`src/rtl/fir_filter_stereo_core_defines.svh`:
```
// Assertion macros shared by the FIR filter RTL.
// No dependencies; included by files that carry concurrent checks.
`ifndef FIR_FILTER_STEREO_CORE_DEFINES_SVH
`define FIR_FILTER_STEREO_CORE_DEFINES_SVH

// Check sampled on the clock, masked while reset is high.
`define FFS_ASSERT(name, prop, msg) \
   name: assert property (@(posedge clock) disable iff (reset) (prop)) else $error(msg);

// Check sampled on the clock, active through reset as well.
`define FFS_ASSERT_ALWAYS(name, prop, msg) \
   name: assert property (@(posedge clock) (prop)) else $error(msg);

`endif

```
`src/rtl/ffs_pkg.sv`:
```
// Package for the stereo FIR filter: sizes, widths, types and sequencer states.
// No dependencies.
`default_nettype none

package ffs_pkg;

   // filter geometry
   localparam int TAPS         = 8;
   localparam int NUM_COEFS    = 8;
   localparam int NUM_CHANNELS = 2;
   localparam int TAP_W        = (TAPS > 1) ? $clog2(TAPS) : 1;
   localparam int COEF_IDX_W   = (NUM_COEFS > 1) ? $clog2(NUM_COEFS) : 1;

   // data widths
   localparam int SAMPLE_W  = 16;
   localparam int CSR_IDX_W = 8;
   localparam int PROD_W    = 2 * SAMPLE_W;
   localparam int ACC_W     = PROD_W + TAP_W;
   localparam int FRAC_BITS = 15;

   typedef logic signed [SAMPLE_W-1:0] sample_type;
   typedef logic signed [PROD_W-1:0]   prod_type;
   typedef logic signed [ACC_W-1:0]    acc_type;

   // coefficient reset: tap 0 passes the sample at about unity gain
   localparam sample_type COEF0_RESET = 16'sh7FFF;
   localparam sample_type SAMPLE_MAX  = 16'sh7FFF;
   localparam sample_type SAMPLE_MIN  = -16'sh8000;

   typedef enum logic [1:0] {
      ST_IDLE,
      ST_MAC,
      ST_DRAIN,
      ST_DONE
   } ffs_state_type;

endpackage

`default_nettype wire

```
`src/rtl/fir_filter_stereo_core.sv`:
```
// Stereo direct-form FIR filter top level: history, one shared MAC, round/saturate.
// Depends on ffs_pkg and fir_filter_stereo_core_defines.svh.
//
//   channel | direction | handshake            | payload
//   req     | in        | req_valid/req_stall  | sample_in, channel_in, clear_history
//   rsp     | out       | rsp_valid/rsp_stall  | filtered_sample, channel_out, saturated
//   csr     | in        | csr_valid/csr_ready  | csr_index, csr_wdata (coef_0..coef_7)
//
// A request runs through the states MAC, with one multiply per tap through a
// single 16x16 multiplier, DRAIN, which adds the last product, and DONE, which rounds.
// req_stall is high while a request is in work; the result waits in an output
// register, and the next request is taken as soon as the result has been loaded.
// Reset clears the histories, the output valid and coef_1..coef_7; coef_0 gets COEF0_RESET.
`default_nettype none
`include "fir_filter_stereo_core_defines.svh"

module fir_filter_stereo_core
   import ffs_pkg::*;
(
   input  wire logic                 clock,
   input  wire logic                 reset,
   // request channel
   input  wire logic                 req_valid,
   output logic                      req_stall,
   input  wire logic signed [15:0]   sample_in,
   input  wire logic                 channel_in,
   input  wire logic                 clear_history,
   // result channel
   output logic                      rsp_valid,
   input  wire logic                 rsp_stall,
   output logic signed [15:0]        filtered_sample,
   output logic                      channel_out,
   output logic                      saturated,
   // register writes
   input  wire logic                 csr_valid,
   output logic                      csr_ready,
   input  wire logic [CSR_IDX_W-1:0] csr_index,
   input  wire logic [15:0]          csr_wdata
);

   localparam logic signed [ACC_W:0] RND_HALF = (ACC_W+1)'(1 << (FRAC_BITS - 1));
   localparam int YW = ACC_W + 1 - FRAC_BITS;
   localparam logic signed [YW-1:0] Y_MAX = YW'(SAMPLE_MAX);
   localparam logic signed [YW-1:0] Y_MIN = YW'(SAMPLE_MIN);

   ffs_state_type state_ff, state_in;

   sample_type coef_ff [NUM_COEFS];
   sample_type hist_ff [NUM_CHANNELS][TAPS];

   logic [TAP_W-1:0] tap_ff, tap_in;
   logic             chan_ff;
   prod_type         prod_ff;
   acc_type          acc_ff;

   logic             rsp_valid_ff;
   sample_type       rsp_sample_ff;
   logic             rsp_chan_ff;
   logic             rsp_sat_ff;

   logic             req_take;
   logic             rsp_load;
   logic             out_free;

   logic signed [ACC_W:0] rnd_sum;
   logic signed [YW-1:0]  y_full;
   sample_type            y_sat;
   logic                  y_clip;

   // configuration: always ready, writes beyond the coefficient list are dropped
   assign csr_ready = 1'b1;

   always_ff @(posedge clock) begin
      if (reset) begin
         for (int i = 0; i < NUM_COEFS; i++) begin
            coef_ff[i] <= (i == 0) ? COEF0_RESET : '0;
         end
      end else if (csr_valid && csr_ready && (csr_index < CSR_IDX_W'(NUM_COEFS))) begin
         coef_ff[csr_index[COEF_IDX_W-1:0]] <= csr_wdata;
      end
   end

   // sequencer state
   always_ff @(posedge clock) begin
      if (reset) begin
         state_ff <= ST_IDLE;
         tap_ff   <= '0;
      end else begin
         state_ff <= state_in;
         tap_ff   <= tap_in;
      end
   end

   assign out_free = !rsp_valid_ff || !rsp_stall;

   always_comb begin
      state_in  = state_ff;
      tap_in    = tap_ff;
      req_stall = 1'b1;
      req_take  = 1'b0;
      rsp_load  = 1'b0;
      unique case (state_ff)
         ST_IDLE: begin
            req_stall = 1'b0;
            if (req_valid) begin
               req_take = 1'b1;
               tap_in   = '0;
               state_in = ST_MAC;
            end
         end
         ST_MAC: begin
            if (tap_ff == TAP_W'(TAPS - 1)) begin
               state_in = ST_DRAIN;
            end else begin
               tap_in = tap_ff + 1'b1;
            end
         end
         ST_DRAIN: begin
            state_in = ST_DONE;
         end
         ST_DONE: begin
            if (out_free) begin
               rsp_load = 1'b1;
               state_in = ST_IDLE;
            end
         end
         default: begin
            state_in = ST_IDLE;
         end
      endcase
   end

   // per-channel history: newest at entry 0, optional clear before the shift
   always_ff @(posedge clock) begin
      if (reset) begin
         for (int c = 0; c < NUM_CHANNELS; c++) begin
            for (int k = 0; k < TAPS; k++) begin
               hist_ff[c][k] <= '0;
            end
         end
      end else if (req_take) begin
         hist_ff[channel_in][0] <= sample_in;
         for (int k = 1; k < TAPS; k++) begin
            hist_ff[channel_in][k] <= clear_history ? '0 : hist_ff[channel_in][k-1];
         end
      end
   end

   // shared MAC: product registered, then accumulated the next cycle
   always_ff @(posedge clock) begin
      if (req_take) begin
         chan_ff <= channel_in;
         prod_ff <= '0;
         acc_ff  <= '0;
      end else if (state_ff == ST_MAC) begin
         prod_ff <= coef_ff[COEF_IDX_W'(tap_ff)] * hist_ff[chan_ff][tap_ff];
         acc_ff  <= acc_ff + ACC_W'(prod_ff);
      end else if (state_ff == ST_DRAIN) begin
         acc_ff  <= acc_ff + ACC_W'(prod_ff);
      end
   end

   // round half up, then clip to 16 bits
   always_comb begin
      rnd_sum = (ACC_W+1)'(acc_ff) + RND_HALF;
      y_full  = rnd_sum[ACC_W:FRAC_BITS];
      y_clip  = 1'b0;
      priority if (y_full > Y_MAX) begin
         y_sat  = SAMPLE_MAX;
         y_clip = 1'b1;
      end else if (y_full < Y_MIN) begin
         y_sat  = SAMPLE_MIN;
         y_clip = 1'b1;
      end else begin
         y_sat  = y_full[SAMPLE_W-1:0];
      end
   end

   // output register
   always_ff @(posedge clock) begin
      if (reset) begin
         rsp_valid_ff <= 1'b0;
      end else if (rsp_load) begin
         rsp_valid_ff <= 1'b1;
      end else if (!rsp_stall) begin
         rsp_valid_ff <= 1'b0;
      end
   end

   always_ff @(posedge clock) begin
      if (rsp_load) begin
         rsp_sample_ff <= y_sat;
         rsp_chan_ff   <= chan_ff;
         rsp_sat_ff    <= y_clip;
      end
   end

   assign rsp_valid       = rsp_valid_ff;
   assign filtered_sample = rsp_sample_ff;
   assign channel_out     = rsp_chan_ff;
   assign saturated       = rsp_sat_ff;

   // checks
   `FFS_ASSERT(a_take_starts_mac, req_valid && !req_stall |=> state_ff == ST_MAC, "request taken but MAC not started")
   `FFS_ASSERT(a_drain_after_last_tap, state_ff == ST_DRAIN |-> $past(state_ff) == ST_MAC && $past(tap_ff) == TAP_W'(TAPS - 1), "drain entered before last tap")
   `FFS_ASSERT(a_sat_at_rail, rsp_valid && saturated |-> filtered_sample == SAMPLE_MAX || filtered_sample == SAMPLE_MIN, "saturated result not at a rail")
   `FFS_ASSERT_ALWAYS(a_reset_idle, reset |=> state_ff == ST_IDLE && !rsp_valid, "reset did not idle the block")

endmodule

`default_nettype wire

```
`config.mk`:
```
export PLATFORM = sky130hd
export DESIGN_NAME = fir_filter_stereo_core
export DESIGN_NICKNAME = d
export VERILOG_FILES = /design/src/rtl/ffs_pkg.sv /design/src/rtl/fir_filter_stereo_core.sv
export VERILOG_INCLUDE_DIRS = /design/src /design/src/rtl
export SDC_FILE = /design/constraint.sdc
export NUM_CORES = 2
export LEC_CHECK = 0
export BUFFER_PORTS_ARGS = -buffer_cell sky130_fd_sc_hd__buf_2
export CAP_MARGIN = 25
export CORE_ASPECT_RATIO = 0.8
export CORE_MARGIN = 8
export CORE_UTILIZATION = 55
export DETAILED_ROUTE_END_ITERATION = 12
export GPL_TIMING_DRIVEN = 0
export PLACE_DENSITY = 0.71
export RECOVER_POWER = 25
export SYNTH_ARGS = -nofsm -noshare
export SYNTH_HDL_FRONTEND = slang
export SYNTH_SLANG_ARGS = --single-unit
```
`constraint.sdc`:
```
create_clock -name clock -period 9.56 [get_ports clock]
set_input_delay 0.478 -clock clock [delete_from_list [all_inputs] [get_ports clock]]
set_output_delay 0.478 -clock clock [all_outputs]
set_load 0.01 [all_outputs]
```
==> run_results.csv <==
group,metric,value,unit
global_route,grt_pass1_vias,23671,
clock_tree,clk_pin_slew,0.06,ns
clock_tree,cts_made_buffers,50,
die,num_rows,81,
setup_path,critPathLaunchType,"flop",
placed_design,gp_congestion,0.935,
route,wl_met2,38.6,mm
timing,fin_hold_ws,0.149,ns
hold_path,hold_class,"input port to flop",
synth,synth_async_sr_flop_share,0,%
status,violations,"capacitance limit, slew limit",
die,core,60600,µm²
route,highest_layer,"met5",
clock_tree,h-tree-depth,2,
finish,seq_area,13600,µm²
synth,syn_nets,3287,
global_route,grt-ovfl-total,0,
status,status,"finished, violations left",
synth,ys_seq_area_share,40.8,%
setup_path,crit_fanout,10,
setup_path,regToRegSetupSlack,0.39,ns
die,die_x,292,µm
route,drt_first_pass_iters,6,
timing,relSlewSlack,-59.3,%
placed_design,hpwl,65.8,mm
timing,fin_setup_tns,0,ns
die,chipHeight,237,µm
die,start_util,55.2,%
clock_tree,clock-root-buffer,"clkbuf_16",
global_route,grt_pass1_wl,136,mm
hold_path,hp-start,"sample_in[10]",
route,wl_met1,36.6,mm
synth,synthDistinctLibCells,81,
route,final_antenna_net_count,0,
setup_path,cp-end-kind,"flop",
synth,synthFlopType,"edfxtp_1",
finish,num_antenna_cells,0,
clock_tree,cts_tree,"yes",
synth,syn-instance-count,2853,
setup_path,cp.arrival,9.65,ns
synth,avgSynthCellArea,11.7,µm²
job,maxCapViolCount,1,
timing,setup_viol,0,
timing,slew_violations,19,
global_route,antenna_found_initial,1,
route,wl_met3,9.73,mm
finish,nets,3419,
timing,period_share,96.0,%
synth,yosysWarnings,0,
route,via_per_inst,6.07,
synth,syn_area,33400,µm²
setup_path,crit_type,"flop to flop",
synth,synth-edff-count,403,
clock_tree,cts_buffer_depth,3,
route,vias,23153,
hold_path,whs_path_depth,2,
clock_tree,hold_buffers,0,
die,dieArea,69000,µm²
clock_tree,cts_setup_buffers,0,
timing,fin_skew,0.0270,ns
synth,yosysTopAreaCell,"edfxtp_1",
synth,synth.top_cells.by_area,"edfxtp_1 (36%), fa_1 (16%), mux4_2 (6.9%)",
setup_path,rr_endpoint,"prod_ff[29]$_SDFFE_PP0P_",
placed_design,port_buffers,65,
timing,max_freq,109,MHz
route,avgRoutedWirePerCell,22.9,µm
global_route,grt.total_usage,25.0,%
route,drtIter0Drc,2441,
timing,period_needed,9.17,ns
finish,multiInputGateArea,18000,µm²
setup_path,r2r_cells,26,
route,drc,0,
hold_path,min_to,"hist_ff[1][122]$_SDFFCE_PN0P_",
timing,worst_pin_slew,2.37,ns
clock_tree,cts_sinks,480,
global_route,grt_max_degree,64,
clock_tree,insertion_delay,0.61,ns
setup_path,reg2reg_from,"tap_ff[0]$_SDFFE_PP0P_",
finish,syn2layout_area_growth,9.19,%
synth,synthDominantCellAreaShare,36.2,%
synth,ys_ff_latch,480,
die,io_pins,68,
setup_path,cp.required,10.04,ns
timing,hold_viol,0,
finish,fillers,4805,
timing,rsz0062_at_grt,"no",
finish,drive_gt1_share,10.6,%
route,wirelength,87.5,mm
==> critical path, cell delays in order, from the launching register on <==
cell,delay [ns]
dfxtp_1,0.39
buf_2,0.38
clkdlybuf4s15_1,0.85
mux4_2,0.42
mux2_2,0.31
o21ai_2,0.55
buf_2,0.42
nor2_1,0.12
fa_1,0.58
inv_1,0.05
fa_1,0.46
fa_1,0.52
inv_1,0.06
fa_1,0.49
fa_1,0.49
inv_1,0.05
fa_1,0.56
inv_1,0.07
ha_1,0.38
and4_1,0.29
nand2_1,0.10
o311ai_1,0.59
a311oi_2,0.25
a21oi_1,0.25
a21o_1,0.18
a21oi_1,0.07
nand3b_1,0.15
==> cells in the mapped netlist (23+ instances only) <==
cell type	count
or2_2	23
xnor2_1	44
dfxtp_1	77
xor2_1	27
fa_1	263
nor3_1	25
nand3_1	31
nor4_1	116
edfxtp_1	403
ha_1	124
clkbuf_1	116
inv_1	290
nor2b_1	39
nand2_1	138
nor2_1	311
mux4_2	102
a21o_1	36
and2_1	151
mux2i_1	172
a21oi_1	51
o21ai_0	47
nand2b_1	50
==> registers in the layout (all words and copies together), names as in the netlist, named ones only <==
name             count
rsp_valid            1
coef_ff            128
acc_ff              35
hist_ff            256
state_ff             2
prod_ff             32
channel_out          1
chan_ff              1
tap_ff               3
filtered_sample     16
saturated            1
==> stage by stage <==
stage | instances | setup slack (ns) | area, µm² | util, %
final | 3815 | 0.386 | 36500 | 60.3
after floorplan | 2853 | 2.30 | 33400 | -
after global routing | 3815 | 0.115 | 36500 | 60.3
after global placement | 3706 | 0.391 | 34800 | 57.4
after CTS | 3809 | 0.227 | 36500 | 60.2
after detailed placement | 3715 | 0.273 | 34900 | 57.6
==> routing by layer <==
layer | global-route usage, % | vias up
li1 | - | 10203
met1 | 35.5 | 11545
met2 | 38.0 | 1228
met3 | 6.41 | 175
met4 | 7.50 | 2
met5 | 0 | -
==> cells in the final DEF, fill, tap and decap left out, types with 90 or more instances in the layout <==
cell type / instances
edfxtp_1: 403
nor2_1: 311
inv_1: 290
fa_1: 263
mux2i_1: 172
clkbuf_1: 155
nand2_1: 138
ha_1: 124
nor4_1: 116
mux4_2: 102
and2_1: 90
==> cell families after synthesis <==
| kind of cell | share of synthesized area [%] |
|---|---|
| other cells | 0.0112 |
| buf+inv | 5.36 |
| mux | 12.7 |
| simple gates | 13.9 |
| compound gates | 4.91 |
| flops | 40.8 |
| fa+ha+maj | 20.4 |
| xor+xnor | 1.86 |
==> layout make-up <==
class | instances | share of cell area, %
Buffer | 158 | 1.91
Clock buffer | 70 | 3.74
Clock inverter | 24 | 0.658
Inverter | 291 | 2.99
Multi-Input combinational cell | 1924 | 49.4
Sequential cell | 480 | 37.4
Tap cell | 788 | 2.70
Timing Repair Buffer | 80 | 1.28
==> worst max-delay path by stage <==
stage	startpoint	to	slack, ns	cells past startpoint
2_1_floorplan	flop	prod_ff[19]$_SDFFE_PP0P_	2.30	28
3_3_place_gp	tap_ff[0]$_SDFFE_PP0P_	prod_ff[29]$_SDFFE_PP0P_	0.39	27
3_5_place_dp	tap_ff[0]$_SDFFE_PP0P_	prod_ff[29]$_SDFFE_PP0P_	0.27	27
4_1_cts	tap_ff[0]$_SDFFE_PP0P_	prod_ff[29]$_SDFFE_PP0P_	0.23	27
5_1_grt	tap_ff[0]$_SDFFE_PP0P_	prod_ff[19]$_SDFFE_PP0P_	0.12	27
6_report	tap_ff[0]$_SDFFE_PP0P_	prod_ff[29]$_SDFFE_PP0P_	0.39	26
==> timing repair <==
action / 4_1_cts / 5_1_grt
endpoints found under the hold margin: 0 / 0
endpoints found under the setup margin: 0 / 6
resized for setup: 0 / 6
Power is left out: the tool's default activity adds up to more than one toggle a clock period on the data nets, which glitch-free logic cannot reach.
